**src/rtl/owsr_pkg.sv**
```systemverilog
// Package for the single-wire slave ROM command layer.
// Holds field widths, command codes, register indexes, shared types and the CRC helpers.
// No dependencies; every other file imports it.
package owsr_pkg;

    localparam int LOW_W   = 12;
    localparam int SP_W    = 8;
    localparam int CODE_W  = 56;
    localparam int ROM_W   = 64;
    localparam int BIT_W   = 6;
    localparam int CRC_W   = 8;
    localparam int CFG_IDX_W = 2;

    localparam logic [CRC_W-1:0] CRC_POLY = 8'h8C;

    localparam logic [7:0] CMD_SEARCH   = 8'hF0;
    localparam logic [7:0] CMD_READ     = 8'h33;
    localparam logic [7:0] CMD_READ_ALT = 8'h0F;
    localparam logic [7:0] CMD_MATCH    = 8'h55;
    localparam logic [7:0] CMD_SKIP     = 8'hCC;
    localparam logic [7:0] CMD_RESUME   = 8'hA5;

    localparam logic [CFG_IDX_W-1:0] CFG_ROM_CODE     = 2'd0;
    localparam logic [CFG_IDX_W-1:0] CFG_SAMPLE_POINT = 2'd1;
    localparam logic [CFG_IDX_W-1:0] CFG_SLOT_MAX     = 2'd2;
    localparam logic [CFG_IDX_W-1:0] CFG_RESET_MIN    = 2'd3;

    localparam logic [SP_W-1:0]  SAMPLE_POINT_RST = 8'd15;
    localparam logic [LOW_W-1:0] SLOT_MAX_RST     = 12'd120;
    localparam logic [LOW_W-1:0] RESET_MIN_RST    = 12'd470;

    localparam logic [BIT_W-1:0] CMD_LAST_BIT = 6'd7;
    localparam logic [BIT_W-1:0] ROM_LAST_BIT = 6'd63;

    typedef enum logic [1:0] {
        PK_SLOT,
        PK_RESET,
        PK_BAD
    } pulse_kind_t;

    typedef enum logic [1:0] {
        PH_CMD,
        PH_READ,
        PH_SEARCH,
        PH_MATCH
    } phase_t;

    typedef struct packed {
        pulse_kind_t kind;
        logic        mbit;
    } pulse_entry_t;

    typedef struct packed {
        logic [SP_W-1:0]  sample_point;
        logic [LOW_W-1:0] slot_max;
        logic [LOW_W-1:0] reset_min;
    } timing_cfg_t;

    typedef struct packed {
        logic presence;
        logic drive_zero_next;
        logic selected;
        logic dropped;
        logic bad_pulse;
    } result_t;

    typedef logic [CODE_W-1:0][CRC_W-1:0] crc_tbl_t;

    // CRC of a message with only bit pos set; the CRC is linear with zero init
    function automatic crc_tbl_t build_crc_tbl();
        crc_tbl_t        tbl;
        logic [CRC_W-1:0] crc;
        logic            mix;
        for (int pos = 0; pos < CODE_W; pos++)
        begin
            crc = '0;
            for (int i = 0; i < CODE_W; i++)
            begin
                mix = crc[0] ^ (i == pos);
                crc = crc >> 1;
                if (mix)
                begin
                    crc = crc ^ CRC_POLY;
                end
            end
            tbl[pos] = crc;
        end
        return tbl;
    endfunction

    localparam crc_tbl_t CRC_BIT_TBL = build_crc_tbl();

    function automatic logic [CRC_W-1:0] rom_crc(input logic [CODE_W-1:0] code);
        logic [CRC_W-1:0] crc;
        crc = '0;
        for (int i = 0; i < CODE_W; i++)
        begin
            if (code[i])
            begin
                crc = crc ^ CRC_BIT_TBL[i];
            end
        end
        return crc;
    endfunction

endpackage

```
**src/rtl/owsr_if.sv**
```systemverilog
// Valid/ready channel interfaces for the ROM command layer.
// owsr_pulse_if carries measured low pulses, owsr_result_if carries results; uses owsr_pkg.
interface owsr_pulse_if
    import owsr_pkg::*;
();
    logic             valid;
    logic             ready;
    logic [LOW_W-1:0] low_us;

    modport source (output valid, output low_us, input ready);
    modport sink   (input valid, input low_us, output ready);
endinterface

interface owsr_result_if;
    logic valid;
    logic ready;
    logic presence;
    logic drive_zero_next;
    logic selected;
    logic dropped;
    logic bad_pulse;

    modport source (output valid, output presence, output drive_zero_next,
                    output selected, output dropped, output bad_pulse, input ready);
    modport sink   (input valid, input presence, input drive_zero_next,
                    input selected, input dropped, input bad_pulse, output ready);
endinterface

```
**src/rtl/owsr_front.sv**
```systemverilog
// Front end: classifies each pulse as reset, bad pulse or time slot and samples the master bit.
// Depends on owsr_pkg.
module owsr_front
    import owsr_pkg::*;
(
    input  logic             valid,
    input  logic [LOW_W-1:0] low_us,
    input  timing_cfg_t      cfg,
    input  logic             full,
    output logic             ready,
    output logic             push,
    output pulse_entry_t     entry
);

    always_comb
    begin
        priority if (low_us >= cfg.reset_min)
        begin
            entry.kind = PK_RESET;
        end
        else if (low_us > cfg.slot_max)
        begin
            entry.kind = PK_BAD;
        end
        else
        begin
            entry.kind = PK_SLOT;
        end
        entry.mbit = (low_us < {{(LOW_W-SP_W){1'b0}}, cfg.sample_point});
    end

    assign ready = !full;
    assign push  = valid && !full;

endmodule

```
**src/rtl/owsr_queue.sv**
```systemverilog
// Two-entry queue between the classifier and the ROM sequencer.
// Depends on owsr_pkg.
module owsr_queue
    import owsr_pkg::*;
(
    input  logic         clk,
    input  logic         rst_n,
    input  logic         push,
    input  pulse_entry_t push_entry,
    input  logic         pop,
    output logic         full,
    output logic         not_empty,
    output pulse_entry_t head
);

    pulse_entry_t slot_reg [2];
    logic         wr_ptr_reg;
    logic         rd_ptr_reg;
    logic [1:0]   count_reg;
    logic [1:0]   count_next;

    assign full      = (count_reg == 2'd2);
    assign not_empty = (count_reg != 2'd0);
    assign head      = slot_reg[rd_ptr_reg];

    always_comb
    begin
        count_next = count_reg;
        unique case ({push, pop})
            2'b10:   count_next = count_reg + 2'd1;
            2'b01:   count_next = count_reg - 2'd1;
            default: count_next = count_reg;
        endcase
    end

    always_ff @(posedge clk or negedge rst_n)
    begin
        if (!rst_n)
        begin
            wr_ptr_reg <= 1'b0;
            rd_ptr_reg <= 1'b0;
            count_reg  <= 2'd0;
        end
        else
        begin
            count_reg <= count_next;
            if (push)
            begin
                wr_ptr_reg <= !wr_ptr_reg;
            end
            if (pop)
            begin
                rd_ptr_reg <= !rd_ptr_reg;
            end
        end
    end

    always_ff @(posedge clk)
    begin
        if (push)
        begin
            slot_reg[wr_ptr_reg] <= push_entry;
        end
    end

endmodule

```
**src/rtl/owsr_back.sv**
```systemverilog
// Back end: ROM command sequencer (command byte, Read, Search, Match, Skip, Resume).
// Pops classified pulses and holds one result in an output register; depends on owsr_pkg.
module owsr_back
    import owsr_pkg::*;
(
    input  logic             clk,
    input  logic             rst_n,
    input  logic [ROM_W-1:0] rom,
    input  logic             q_valid,
    input  pulse_entry_t     q_head,
    output logic             pop,
    output logic             out_valid,
    input  logic             out_ready,
    output result_t          out_data
);

    logic             awaiting_reg, awaiting_next;
    logic             resume_reg, resume_next;
    phase_t           phase_reg, phase_next;
    logic [BIT_W-1:0] bit_reg, bit_next;
    logic [1:0]       sub_reg, sub_next;
    logic [7:0]       shift_reg, shift_next;
    logic             mfail_reg, mfail_next;
    logic             out_valid_reg;
    result_t          out_reg;
    result_t          res;

    logic       active_slot;
    logic       mismatch;
    logic       last_rom_bit;
    logic       cmd_done;
    logic [7:0] cmd_byte;
    logic       cmd_select;
    logic       cmd_drop;
    logic       bit_at_next;

    assign pop          = q_valid && (!out_valid_reg || out_ready);
    assign out_valid    = out_valid_reg;
    assign out_data     = out_reg;

    assign active_slot  = (q_head.kind == PK_SLOT) && !awaiting_reg;
    assign mismatch     = q_head.mbit != rom[bit_reg];
    assign last_rom_bit = (bit_reg >= ROM_LAST_BIT);
    assign cmd_done     = (bit_reg == CMD_LAST_BIT);
    assign cmd_byte     = {q_head.mbit, shift_reg[7:1]};
    assign cmd_select   = (cmd_byte == CMD_SKIP) || ((cmd_byte == CMD_RESUME) && resume_reg);
    assign cmd_drop     = !cmd_select && (cmd_byte != CMD_SEARCH) && (cmd_byte != CMD_READ)
                          && (cmd_byte != CMD_READ_ALT) && (cmd_byte != CMD_MATCH);
    assign bit_at_next  = rom[bit_next];

    always_comb
    begin
        awaiting_next = awaiting_reg;
        resume_next   = resume_reg;
        phase_next    = phase_reg;
        bit_next      = bit_reg;
        sub_next      = sub_reg;
        shift_next    = shift_reg;
        mfail_next    = mfail_reg;
        unique case (q_head.kind)
            PK_RESET:
            begin
                awaiting_next = 1'b0;
                phase_next    = PH_CMD;
                bit_next      = '0;
                sub_next      = '0;
                shift_next    = '0;
                mfail_next    = 1'b0;
            end
            PK_BAD:
            begin
                awaiting_next = 1'b1;
                phase_next    = PH_CMD;
                bit_next      = '0;
                sub_next      = '0;
                shift_next    = '0;
                mfail_next    = 1'b0;
            end
            PK_SLOT:
            begin
                if (!awaiting_reg)
                begin
                    unique case (phase_reg)
                        PH_CMD:
                        begin
                            shift_next = cmd_byte;
                            bit_next   = bit_reg + 6'd1;
                            if (cmd_done)
                            begin
                                bit_next   = '0;
                                shift_next = '0;
                                priority if (cmd_byte == CMD_SEARCH)
                                begin
                                    resume_next = 1'b0;
                                    phase_next  = PH_SEARCH;
                                end
                                else if (cmd_byte == CMD_READ || cmd_byte == CMD_READ_ALT)
                                begin
                                    phase_next = PH_READ;
                                end
                                else if (cmd_byte == CMD_MATCH)
                                begin
                                    phase_next = PH_MATCH;
                                end
                                else if (cmd_select)
                                begin
                                    resume_next = 1'b1;
                                end
                                else
                                begin
                                    resume_next   = 1'b0;
                                    awaiting_next = 1'b1;
                                end
                            end
                        end
                        PH_READ:
                        begin
                            if (last_rom_bit)
                            begin
                                phase_next = PH_CMD;
                                bit_next   = '0;
                            end
                            else
                            begin
                                bit_next = bit_reg + 6'd1;
                            end
                        end
                        PH_SEARCH:
                        begin
                            unique case (sub_reg)
                                2'd1:    sub_next = 2'd2;
                                2'd2:
                                begin
                                    if (mismatch || last_rom_bit)
                                    begin
                                        resume_next   = !mismatch;
                                        awaiting_next = mismatch;
                                        phase_next    = PH_CMD;
                                        bit_next      = '0;
                                        sub_next      = '0;
                                    end
                                    else
                                    begin
                                        bit_next = bit_reg + 6'd1;
                                        sub_next = 2'd0;
                                    end
                                end
                                default: sub_next = 2'd1;
                            endcase
                        end
                        PH_MATCH:
                        begin
                            if (last_rom_bit)
                            begin
                                resume_next   = !(mfail_reg || mismatch);
                                awaiting_next = mfail_reg || mismatch;
                                phase_next    = PH_CMD;
                                bit_next      = '0;
                                mfail_next    = 1'b0;
                            end
                            else
                            begin
                                mfail_next = mfail_reg || mismatch;
                                bit_next   = bit_reg + 6'd1;
                            end
                        end
                        default: phase_next = phase_reg;
                    endcase
                end
            end
            default: awaiting_next = awaiting_reg;
        endcase
    end

    always_comb
    begin
        res           = '0;
        res.presence  = (q_head.kind == PK_RESET);
        res.bad_pulse = (q_head.kind == PK_BAD);
        if (active_slot)
        begin
            unique case (phase_reg)
                PH_CMD:
                begin
                    res.selected = cmd_done && cmd_select;
                    res.dropped  = cmd_done && cmd_drop;
                end
                PH_SEARCH:
                begin
                    res.selected = (sub_reg == 2'd2) && !mismatch && last_rom_bit;
                    res.dropped  = (sub_reg == 2'd2) && mismatch;
                end
                PH_MATCH:
                begin
                    res.selected = last_rom_bit && !(mfail_reg || mismatch);
                    res.dropped  = last_rom_bit && (mfail_reg || mismatch);
                end
                default: res.selected = 1'b0;
            endcase
        end
        if (!awaiting_next)
        begin
            if (phase_next == PH_READ)
            begin
                res.drive_zero_next = !bit_at_next;
            end
            else if (phase_next == PH_SEARCH)
            begin
                if (sub_next == 2'd1)
                begin
                    res.drive_zero_next = bit_at_next;
                end
                else if (sub_next != 2'd2)
                begin
                    res.drive_zero_next = !bit_at_next;
                end
            end
        end
    end

    always_ff @(posedge clk or negedge rst_n)
    begin
        if (!rst_n)
        begin
            awaiting_reg  <= 1'b1;
            resume_reg    <= 1'b0;
            phase_reg     <= PH_CMD;
            bit_reg       <= '0;
            sub_reg       <= '0;
            shift_reg     <= '0;
            mfail_reg     <= 1'b0;
            out_valid_reg <= 1'b0;
        end
        else
        begin
            if (pop)
            begin
                awaiting_reg  <= awaiting_next;
                resume_reg    <= resume_next;
                phase_reg     <= phase_next;
                bit_reg       <= bit_next;
                sub_reg       <= sub_next;
                shift_reg     <= shift_next;
                mfail_reg     <= mfail_next;
                out_valid_reg <= 1'b1;
            end
            else if (out_ready)
            begin
                out_valid_reg <= 1'b0;
            end
        end
    end

    always_ff @(posedge clk)
    begin
        if (pop)
        begin
            out_reg <= res;
        end
    end

endmodule

```
**src/rtl/onewire_slave_rom_layer.sv**
```systemverilog
// Top level of the single-wire slave ROM command layer: register bank, classifier,
// queue and ROM sequencer. Depends on owsr_pkg, owsr_if, owsr_front, owsr_queue, owsr_back.
//
// Usage:
//   pulse  : valid/ready sink; one transfer per completed bus low pulse, low_us saturated.
//   result : valid/ready source; exactly one transfer per pulse, in order, carrying
//            presence, drive_zero_next, selected, dropped and bad_pulse.
//   cfg    : write port (cfg_we, cfg_index, cfg_data); 0 rom_code, 1 sample point,
//            2 slot maximum, 3 reset minimum. Write only while no pulse is in flight.
// Path: an accepted pulse is written into the queue, then popped into the result
// register once that register is free (empty or being read).
// Throughput: one pulse per cycle while result.ready is high, set by the sequencer step,
// which updates all ROM state per pop; the CRC byte is formed when rom_code is written.
// Reset: the block waits for a bus reset, resume flag clear, thresholds at defaults.
// When the result side stalls, the result register holds, the two-entry queue fills,
// and pulse.ready drops once it is full; nothing is lost.
module onewire_slave_rom_layer
    import owsr_pkg::*;
(
    input  logic                 clk,
    input  logic                 rst_n,
    owsr_pulse_if.sink           pulse,
    owsr_result_if.source        result,
    input  logic                 cfg_we,
    input  logic [CFG_IDX_W-1:0] cfg_index,
    input  logic [CODE_W-1:0]    cfg_data
);

    timing_cfg_t      cfg_reg;
    logic [ROM_W-1:0] rom_reg;

    logic         full;
    logic         push;
    logic         pop;
    logic         not_empty;
    pulse_entry_t push_entry;
    pulse_entry_t head;
    result_t      res;

    always_ff @(posedge clk or negedge rst_n)
    begin
        if (!rst_n)
        begin
            cfg_reg.sample_point <= SAMPLE_POINT_RST;
            cfg_reg.slot_max     <= SLOT_MAX_RST;
            cfg_reg.reset_min    <= RESET_MIN_RST;
            rom_reg              <= '0;
        end
        else if (cfg_we)
        begin
            unique case (cfg_index)
                CFG_ROM_CODE:     rom_reg <= {rom_crc(cfg_data), cfg_data};
                CFG_SAMPLE_POINT: cfg_reg.sample_point <= cfg_data[SP_W-1:0];
                CFG_SLOT_MAX:     cfg_reg.slot_max <= cfg_data[LOW_W-1:0];
                CFG_RESET_MIN:    cfg_reg.reset_min <= cfg_data[LOW_W-1:0];
                default:          rom_reg <= rom_reg;
            endcase
        end
    end

    owsr_front u_front
    (
        .valid  (pulse.valid),
        .low_us (pulse.low_us),
        .cfg    (cfg_reg),
        .full   (full),
        .ready  (pulse.ready),
        .push   (push),
        .entry  (push_entry)
    );

    owsr_queue u_queue
    (
        .clk        (clk),
        .rst_n      (rst_n),
        .push       (push),
        .push_entry (push_entry),
        .pop        (pop),
        .full       (full),
        .not_empty  (not_empty),
        .head       (head)
    );

    owsr_back u_back
    (
        .clk       (clk),
        .rst_n     (rst_n),
        .rom       (rom_reg),
        .q_valid   (not_empty),
        .q_head    (head),
        .pop       (pop),
        .out_valid (result.valid),
        .out_ready (result.ready),
        .out_data  (res)
    );

    assign result.presence        = res.presence;
    assign result.drive_zero_next = res.drive_zero_next;
    assign result.selected        = res.selected;
    assign result.dropped         = res.dropped;
    assign result.bad_pulse       = res.bad_pulse;

endmodule
```
**src/flat_wrapper.sv**
```systemverilog
// flat-port wrapper written by rule: the top's interface ports become plain ports
module onewire_slave_rom_layer_flat import owsr_pkg::*;
  (clk, rst_n, cfg_we, cfg_index, cfg_data, pulse_valid, pulse_low_us, pulse_ready, result_valid, result_presence, result_drive_zero_next, result_selected, result_dropped, result_bad_pulse, result_ready);
  owsr_pulse_if pulse_i ();
  owsr_result_if result_i ();
  input  logic clk;
  input  logic rst_n;
  input  logic cfg_we;
  input  logic [CFG_IDX_W-1:0] cfg_index;
  input  logic [CODE_W-1:0] cfg_data;
  input wire logic [$bits(pulse_i.valid)-1:0] pulse_valid;
  input wire logic [$bits(pulse_i.low_us)-1:0] pulse_low_us;
  output wire logic [$bits(pulse_i.ready)-1:0] pulse_ready;
  output wire logic [$bits(result_i.valid)-1:0] result_valid;
  output wire logic [$bits(result_i.presence)-1:0] result_presence;
  output wire logic [$bits(result_i.drive_zero_next)-1:0] result_drive_zero_next;
  output wire logic [$bits(result_i.selected)-1:0] result_selected;
  output wire logic [$bits(result_i.dropped)-1:0] result_dropped;
  output wire logic [$bits(result_i.bad_pulse)-1:0] result_bad_pulse;
  input wire logic [$bits(result_i.ready)-1:0] result_ready;
  assign pulse_i.valid = pulse_valid;
  assign pulse_i.low_us = pulse_low_us;
  assign pulse_ready = pulse_i.ready;
  assign result_valid = result_i.valid;
  assign result_presence = result_i.presence;
  assign result_drive_zero_next = result_i.drive_zero_next;
  assign result_selected = result_i.selected;
  assign result_dropped = result_i.dropped;
  assign result_bad_pulse = result_i.bad_pulse;
  assign result_i.ready = result_ready;
  onewire_slave_rom_layer u_core (.clk(clk), .rst_n(rst_n), .pulse(pulse_i), .result(result_i), .cfg_we(cfg_we), .cfg_index(cfg_index), .cfg_data(cfg_data));
endmodule
```
**config.mk**
```make
export PLATFORM = sky130hd
export DESIGN_NAME = onewire_slave_rom_layer_flat
export DESIGN_NICKNAME = d
export VERILOG_FILES = /design/src/rtl/owsr_pkg.sv /design/src/rtl/owsr_if.sv /design/src/rtl/owsr_front.sv /design/src/rtl/owsr_queue.sv /design/src/rtl/owsr_back.sv /design/src/rtl/onewire_slave_rom_layer.sv /design/src/flat_wrapper.sv
export SDC_FILE = /design/constraint.sdc
export NUM_CORES = 1
export LEC_CHECK = 0
export BUFFER_PORTS_ARGS = -buffer_cell sky130_fd_sc_hd__clkbuf_2
export CAP_MARGIN = 25
export CORE_MARGIN = 1
export CORE_UTILIZATION = 55
export CTS_CLUSTER_DIAMETER = 200
export CTS_CLUSTER_SIZE = 16
export DETAILED_ROUTE_END_ITERATION = 6
export GPL_ROUTABILITY_DRIVEN = 0
export PLACE_DENSITY_LB_ADDON = 0.05
export SLEW_MARGIN = 40
export SYNTH_ARGS = -nofsm -noshare
export SYNTH_HDL_FRONTEND = slang
export SYNTH_HIERARCHICAL = 1
export SYNTH_SLANG_ARGS = --single-unit
```
**constraint.sdc**
```tcl
create_clock -name clk -period 8.5 [get_ports clk]
set_clock_uncertainty 0.2 [all_clocks]
set_input_delay 2.125 -clock clk [delete_from_list [all_inputs] [get_ports clk]]
set_output_delay 2.125 -clock clk [all_outputs]
set_load 0.03 [all_outputs]
```
==> After elaboration in Yosys (flattened, before gate mapping) <==
Memory sizes are Yosys's and may differ from the RTL's.
Cells that the tools add are included.
{ "totals": {"mem_bits_rw": 6, "latchBits": 0, "input_bits": 75, "rom_bits": 0, "mem_count": 1, "word_cells": 402, "register_bits": 127} }
{ "classes": {"eq_ne": 38, "n_bitwise": 56, "n_shift": 0, "mul": 0, "n_lt_le_gt_ge": 6, "div_mod_pow": 0, "n_mux": 232, "reduce_logical": 46, "add_sub_neg": 3} }
{ "memory_table": {"columns": ["name", "words", "width", "rd", "rd_ports_with_merged_regs", "write_ports", "line", "source"], "rows": [
  ["u_core.u_queue.slot_reg", 2, 3, 1, 0, 1, "owsr_queue.sv:16", "pulse_entry_t slot_reg [2];"]
]} }
{ "op_table": {"columns": ["op", "n"], "rows": [
  ["$mux 8", 143],
  ["$not 5->5", 32],
  ["$mux 7", 13],
  ["$mux 6", 14],
  ["$not 3->3", 21],
  ["$mux 1", 30],
  ["$eq 8x8->1 const B", 3],
  ["$mux 2", 12],
  ["$eq 2x2->1 const B", 9],
  ["$pmux 6 s3", 1],
  ["$pmux 2 s2", 4],
  ["$pmux 8 s2", 1],
  ["$logic_and 1x1->1", 15],
  ["$pmux 1 s3", 5],
  ["$eq 2x1->1 const B", 7],
  ["$lt 6x7->1 const B", 2],
  ["$not 7->7", 2],
  ["$bmux 1 s6", 2],
  ["$ge 12x12->1", 1],
  ["$gt 12x12->1", 1],
  ["$lt 12x8->1", 1],
  ["$ne 2x2->1 const B", 6],
  ["$pmux 6 s2", 1],
  ["$mux 5", 2],
  ["other kinds (29)", 53]
]} }

==> Logic depth before layout (Yosys ltp) <==
Gate-level depths: netlist of run 1.
{ "logic_depth": {"depth_word": 221, "mapped_depth": 17} }

==> By module <==
Netlist of run 1, hierarchy kept.
{ "by_module_without_submodules": {"columns": ["module", "seq_area_each_um2", "area_per_inst_um2", "instances", "cells_per_inst"], "rows": [
  ["onewire_slave_rom_layer", 2419.8, 4750.8, 1, 328],
  ["owsr_back", 676.9, 3445.8, 1, 424],
  ["owsr_front", 0.0, 795.8, 1, 111],
  ["owsr_queue", 280.3, 402.9, 1, 25]
]} }

==> Worst setup path before layout of run 1 <==
Ideal clock, no wire load.
{ "synth_timing": {"kind": "reg-to-reg", "start": "register u_core.u_back.bit_reg[0]", "end": "register u_core.u_back.out_reg (netlist bit u_core/u_back/out_data[3]), data pin", "stages_incl_launch_ff": 17, "arrival_time_ns": 3.514, "required_time_ns": 8.023, "setup_ns": 0.277, "path_buffers": 4, "setup_slack_ns": 4.509, "path_cell_list": "dfrtp_1 -> buf_6 -> buf_12 -> mux2i_1 -> o22ai_1 -> a2111oi_4 -> nor4_4 -> mux2_2 -> o31a_1 -> buf_6 -> buf_6 -> mux2i_1 -> mux4_2 -> nand2_1 -> a21oi_1 -> o311ai_0 -> o211ai_1"} }
{ "synth_between": {"elab_chain_cells": 16, "word_cells_on_any_way": 38, "classes_between": "add/sub (1); order compare (1); eq/ne (4); mux (29); reduce/logical (3)"} }
{ "synth_rtl": {"columns": ["item", "line", "source"], "rows": [
  ["start: declaration", "owsr_back.sv:20", "logic [BIT_W-1:0] bit_reg, bit_next;"],
  ["start signal: assignment", "owsr_back.sv:241", "bit_reg <= bit_next;"],
  ["$bmux 1 s6", "owsr_back.sv:42", "assign mismatch = q_head.mbit != rom[bit_reg];"],
  ["$mux 1 (not written as such)", "owsr_back.sv:42", null],
  ["$ne 1x1->1", "owsr_back.sv:42", null],
  ["$logic_or 1x1->1", "owsr_back.sv:134", "if (mismatch || last_rom_bit)"],
  ["$mux 6", "owsr_back.sv:134", null],
  ["$mux 6", "owsr_back.sv:130", "unique case (sub_reg)"],
  ["$pmux 6 s3", "owsr_back.sv:83", "unique case (phase_reg)"],
  ["$mux 6", "owsr_back.sv:81", "if (!awaiting_reg)"],
  ["$pmux 6 s2", "owsr_back.sv:60", "unique case (q_head.kind)"],
  ["$bmux 1 s6", "owsr_back.sv:49", "assign bit_at_next = rom[bit_next];"],
  ["$mux 1 (not written as such)", "owsr_back.sv:49", null],
  ["$logic_not 1->1", "owsr_back.sv:205, owsr_back.sv:215", null],
  ["$mux 1", "owsr_back.sv:213", "else if (sub_next != 2'd2)"],
  ["$mux 1", "owsr_back.sv:209", "if (sub_next == 2'd1)"],
  ["$mux 1", "owsr_back.sv:207", "else if (phase_next == PH_SEARCH)"],
  ["$mux 1", "owsr_back.sv:203", "if (phase_next == PH_READ)"],
  ["end signal: assignment", "owsr_back.sv:258", "out_reg <= res;"],
  ["end: declaration", "owsr_back.sv:25", "result_t out_reg;"]
]} }
Parallel ways exist; a longest one is shown, timed or not. The select of a mux whose other input is x is not followed.
A chain may end at the register's enable or synchronous reset.

==> Worst setup path after layout of run 1 <==
{ "layout_timing": {"start": "register u_core.u_back.bit_reg[1]", "end": "register u_core.u_back.out_reg (netlist bit u_core/u_back/out_data[3]), data pin"} }
The elaborated chain is that of the path after synthesis.

==> results of run 1 <==
power by group:
part           leakage [uW]  switching [uW]  internal (uW)
clock network      0.000268             290            405
logic               0.00263             618            530
registers           0.00155             150            792
total               0.00444            1060           1730
cell usage after synthesis, types with 10 or more instances:
| library cell | instances |
|---|---|
| dfrtp_1 | 106 |
| o21ai_0 | 31 |
| nand3_1 | 15 |
| nand2b_1 | 11 |
| nor2_1 | 44 |
| a21oi_1 | 37 |
| mux2i_1 | 51 |
| a22oi_1 | 12 |
| xnor2_1 | 93 |
| xor2_1 | 20 |
| nand2_1 | 66 |
| clkbuf_1 | 19 |
| mux2_2 | 80 |
| ha_1 | 35 |
| edfxtp_1 | 11 |
| dfstp_2 | 15 |
| inv_1 | 44 |
| xnor3_1 | 10 |
| mux2_1 | 23 |
layout make-up:
class | instances | share of cell area (%)
Tap cell | 220 | 2.629
Multi-Input combinational cell | 675 | 53.97
Timing Repair Buffer | 84 | 4.182
Inverter | 45 | 1.613
Clock inverter | 14 | 1.219
Sequential cell | 132 | 32.29
Clock buffer | 18 | 4.098
how the worst max path moves through the flow:
stage                                         start                                 endpoint  cells after the start
3_5_place_dp   u_core/u_back/bit_reg[1]$_DFFE_PN0P_  u_core/u_back/out_data[3]$_SDFFCE_PP0P_                     13
3_3_place_gp   u_core/u_back/bit_reg[0]$_DFFE_PN0P_  u_core/u_back/out_data[3]$_SDFFCE_PP0P_                     10
4_1_cts        u_core/u_back/bit_reg[1]$_DFFE_PN0P_  u_core/u_back/out_data[3]$_SDFFCE_PP0P_                     13
2_1_floorplan  u_core/u_back/bit_reg[0]$_DFFE_PN0P_  u_core/u_back/out_data[3]$_SDFFCE_PP0P_                     16
5_1_grt        u_core/u_back/bit_reg[0]$_DFFE_PN0P_  u_core/u_back/out_data[3]$_SDFFCE_PP0P_                     13
6_report       u_core/u_back/bit_reg[1]$_DFFE_PN0P_  u_core/u_back/out_data[3]$_SDFFCE_PP0P_                     13
cell families after synthesis:
| family | after synthesis |
|---|---|
| buffers and inverters | 81 |
| adders and majority gates | 35 |
| AOI/OAI and AO/OA | 149 |
| xor gates and xnor gates | 128 |
| and+or+nand+nor | 203 |
| muxes | 160 |
| DFF | 132 |
routing by layer:
metal / routed length (um) / vias to the layer above / track usage (%) / part of all wire [%]
met5: 0 / - / 0 / 0
met1: 10810 / 3469 / 38.77 / 44
met4: 786 / 0 / 11.05 / 3.2
met2: 11540 / 249 / 47.25 / 47
met3: 1418 / 59 / 6.015 / 5.8
li1: - / 3337 / - / -
per-stage QoR:
step	instances	power, uW	hold WS, ns	setup slack (ns)	utilization, %
floorplan	888	1821	0.2493	4.509	-
global placement	1156	2035	0.2628	3.564	59.41
detailed placement	1156	2073	0.2771	3.552	59.46
CTS	1188	2782	0.2883	3.532	62.81
global route	1188	2937	0.3043	3.230	62.92
finish	1188	2785	0.2830	3.469	62.92
==> flow_summary.yaml, run 1 <==
outcome:
  status: "completed"
power:
  p_leak_uw: 0.004442
  cellPowerDensity_nw_per_um2: 265.9
  max-vdd-ir-drop_mv: 0.1725
worst_setup_path:
  crit_family: "compound AO/OA/AOI/OAI gates"
  reg2reg_from: "u_core/u_back/bit_reg[1]$_DFFE_PN0P_"
  critPathKind: "flip-flop to flip-flop"
  cp_num_buf_inv: 1
  crit_fanout: 27
  critPathMaxStageDelay_ns: 0.65
  reg2reg_to: "u_core/u_back/out_data[3]$_SDFFCE_PP0P_"
  cp.arrival_ns: 4.98
  cp_slowest_cell: "nor2b_1"
  end_kind: "flip-flop"
  worstPathRequired_ns: 8.45
  worstRegToRegCells: 13
  r2r_setup_slack_ns: 3.47
  start_kind: "flip-flop"
  crit_chain: "nor2b_1, a222oi_1, o2111a_1, nor4_4, mux2i_1, o31a_1, buf_4, mux4_2, mux2_2, a311oi_1, o211a_1, or3_1, o211ai_1"
synth:
  synthXorXnorAreaFrac_pct: 13.88
  syn-instance-count: 888
  synth_nets: 998
  synth-seq-area-share_pct: 35.94
  yosysUniqueCellTypes: 83
  synth_area_leader_cell: "dfrtp_1"
  avgSynthCellArea_sq_um: 10.58
  ys_warn_count: 6
  synth_top_cells_by_area: "dfrtp_1 28%, mux2_2 9.6%, xnor2_1 8.7%"
  synth-adder-area-share_pct: 4.661
  synth_top_family_by_area: "multiplexers"
  syn-cell-area_sq_um: 9395
  ys_ff_latch: 132
  synth-compound-area-share_pct: 11.12
  synth.top_cell.area_share_pct: 28.23
  synth_ff_type: "dfrtp_1"
  synth_edf_count: 11
  synthMuxAreaShare_pct: 19.22
  yosys.area_share.simple_pct: 11.04
  synthArstFlopShare_pct: 91.67
global_routing:
  grt_overflow: 0
  antenna_found_initial: 0
  grtUsageTotal_pct: 29.26
  grt_pass1_vias: 7138
  grt_pass1_wl_um: 39190
  grt_max_degree: 71
layout:
  diodes: 0
  fillers: 1372
  syn_to_final_growth_pct: 11.45
  drive_above_1_share_pct: 25.00
  layout_commonest_cell: "dfrtp_1"
  seq_area_sq_um: 3381
  multiInputGateArea_sq_um: 5652
  largest_reg_flops: 64
  fin_area_sq_um: 10470
  layout_common_cells: "105 x dfrtp_1, 93 x xnor2_1, 80 x clkbuf_2, 80 x mux2_2, 66 x nand2_1"
  nets: 1065
place:
  portBuffers: 81
  place_hpwl_um: 18630
  postPlaceCellArea_sq_um: 9896
sta:
  hold_violations: 0
  fmaxAchievable_ghz: 0.1988
  rsz0062_at_grt: "false"
  slew_headroom_pct: 51.86
  period_needed_ns: 5.031
  period_share_pct: 59.18
  setup_tns_ns: 0
  drv_slew: 0
  worst_slew_pin_slew_ns: 0.7206
  finalSetupViolCount: 0
hold_path:
  min_to: "u_core/u_queue/wr_ptr_reg$_DFFE_PN0P_"
  worstHoldPathType: "flip-flop to flip-flop"
  hp-start: "u_core/u_queue/wr_ptr_reg$_DFFE_PN0P_"
  hold_depth: 1
cts:
  cts_setup_buffers: 0
  clkTransAtPathRegs_ns: 0.06
  tritoncts: "yes"
  cts.sinks: 132
  insertion_delay_ns: 0.42
  numCtsBuffers: 17
  postCtsHoldBufs: 0
  htree_levels: 4
  cts_resized: 0
  clockBufferDepth: 2
  cts_root_buffer: "clkbuf_16"
die:
  ios: 82
  dieWidth_um: 132.7
  dieArea_sq_um: 17610
  start_util_pct: 56.45
  row_count: 47
  coreArea_sq_um: 16640
  die_height_um: 132.7
routing:
  drt_iter0_markers: 481
  firstDrtPassIters: 5
  wl_um: 24560
  routedWlPerCell_um: 20.67
  num_vias: 7114
  vias_per_cell: 5.988
  final_antenna_net_count: 0
  drc: 0
flow_run:
  cap_violations: 0
No activity file was read; power rests on OpenSTA's default activity.
==> inputs of run 2 (changes only) <==
clock period = 4.2 ns   (was 8.5 ns; I/O delays follow)
==> flow_summary.yaml, run 2 (same netlist as run 1, synthesis figures left out) <==
sta:
  drv_slew: 0
  rsz0062_at_grt: "true"
  fmaxAchievable_ghz: 0.2366
  setup_slack_ns: -0.02681
  slew_headroom_pct: 48.52
  holdWs_ns: 0.2778
  period_share_pct: 100.6
  hold_violations: 0
  period_needed_ns: 4.227
  finalSetupViolCount: 1
  worst_slew_pin_slew_ns: 0.7699
global_routing:
  grt_pass1_wl_um: 40540
  grt_pass1_vias: 7468
  antenna_found_initial: 0
  grtUsageTotal_pct: 30.27
  grt_max_degree: 74
  grt_overflow: 0
layout:
  multiInputGateArea_sq_um: 5692
  nets: 1111
  largest_reg_flops: 64
  drive_above_1_share_pct: 29.39
  fillers: 1296
  layout_commonest_cell: "dfrtp_1"
  diodes: 0
  seq_area_sq_um: 3379
  syn_to_final_growth_pct: 16.62
  layout_common_cells: "104 x dfrtp_1, 93 x xnor2_1, 80 x clkbuf_2"
worst_setup_path:
  end_kind: "flip-flop"
  crit_end: "u_core/u_back/out_data[3]$_SDFFCE_PP0P_"
  crit_family: "compound AO/OA/AOI/OAI gates"
  cp_slowest_cell: "dfrtp_2"
  critPathMaxStageDelay_ns: 0.43
  cp_num_buf_inv: 4
  critPathKind: "flip-flop to flip-flop"
  cp.arrival_ns: 4.19
  reg2reg_from: "u_core/u_back/bit_reg[0]$_DFFE_PN0P_"
  reg2reg_to: "u_core/u_back/out_data[3]$_SDFFCE_PP0P_"
  worstPathRequired_ns: 4.16
  crit_chain: "buf_12, mux2_2, a222oi_1, o2111a_1, nor4_4, buf_4, buf_4, mux2i_2, or3_4, a32oi_4, buf_4, o2111ai_1, o2111a_1, o311ai_1, o211ai_1"
  cpMostUsedCell: "buf_4"
  worstRegToRegCells: 15
  crit_fanout: 10
  r2r_setup_slack_ns: -0.03
  path_depth: 15
  cp-startpoint: "u_core/u_back/bit_reg[0]$_DFFE_PN0P_"
  start_kind: "flip-flop"
die:
  row_count: 47
  coreArea_sq_um: 16640
  start_util_pct: 56.45
  ios: 82
  dieWidth_um: 132.7
  dieArea_sq_um: 17610
  die_height_um: 132.7
routing:
  drt_iter0_markers: 494
  vias_per_cell: 6.011
  final_antenna_net_count: 0
  routedWlPerCell_um: 20.85
  firstDrtPassIters: 5
  drc: 0
  wl_um: 25730
  num_vias: 7417
cts:
  numCtsBuffers: 17
  cts.sinks: 132
  htree_levels: 4
  cts_root_buffer: "clkbuf_16"
  insertion_delay_ns: 0.43
  clkTransAtPathRegs_ns: 0.06
  tritoncts: "yes"
  clockBufferDepth: 2
power:
  max-vdd-ir-drop_mv: 0.3648
  p_leak_uw: 0.004726
  cellPowerDensity_nw_per_um2: 548.9
flow_run:
  cap_violations: 0
place:
  portBuffers: 81
  place_hpwl_um: 19230
  dp_slack_ns: -0.02747
outcome:
  status: "finished, violations left"
  violations: "negative setup slack"
hold_path:
  worstHoldPathType: "input port to asynchronous set/reset pin"
[run 2: metal layers]
metal  vias to the layer above  share of wire, %  GRT usage, %
met1                      3690                44         39.89
met5                         -                 0             0
li1                       3414                 -             -
met4                         0               2.6         11.49
met2                       269                48         49.24
met3                        44               5.9         6.054
[run 2: final cells by class]
class,instances,share of cell area (%)
well taps,220,2.512
flip-flops and latches,132,30.84
multi-input cells,675,51.95
clock buffers,18,4.008
clock inverters,14,1.188
repair buffers,130,7.959
inverters,45,1.542
[run 2: report_power, final]
part           switching, uW  total, uW  internal [uW]
Clock                    644       1440            800
Sequential               246       1850           1600
Combinational           1410       2720           1320
[run 2: worst min path at each step]
stage,start,end,depth (start not counted)
2_1_floorplan,u_core/u_queue/count_reg[1]$_DFFE_PN0P_,u_core/u_queue/count_reg[1]$_DFFE_PN0P_,1
3_3_place_gp,u_core/u_queue/count_reg[1]$_DFFE_PN0P_,u_core/u_queue/count_reg[1]$_DFFE_PN0P_,1
3_5_place_dp,u_core/u_queue/count_reg[1]$_DFFE_PN0P_,u_core/u_queue/count_reg[1]$_DFFE_PN0P_,1
4_1_cts,rst_n,u_core/u_queue/count_reg[1]$_DFFE_PN0P_,1
5_1_grt,rst_n,u_core/u_queue/count_reg[1]$_DFFE_PN0P_,1
6_report,rst_n,u_core/u_back/bit_reg[2]$_DFFE_PN0P_,1
[run 2: timing repair]
item,4_1_cts,5_1_grt
pin swaps,2,9
hold buffers,0,0
gates cloned,1,1
setup buffers,4,10
gates resized for setup,2,14
setup endpoints to repair,1,1
[run 2: through the flow]
step	TNS (ns)	cell area [sq um]	std cells	total power [uW]	util, %
floorplan	0	9395	888	3686	-
global placement	0	10160	1186	4283	61.06
detailed placement	-0.02747	10160	1186	4355	61.06
CTS	0	10800	1223	5899	64.90
global route	-0.1277	10960	1234	6342	65.84
finish	-0.02681	10960	1234	6014	65.84
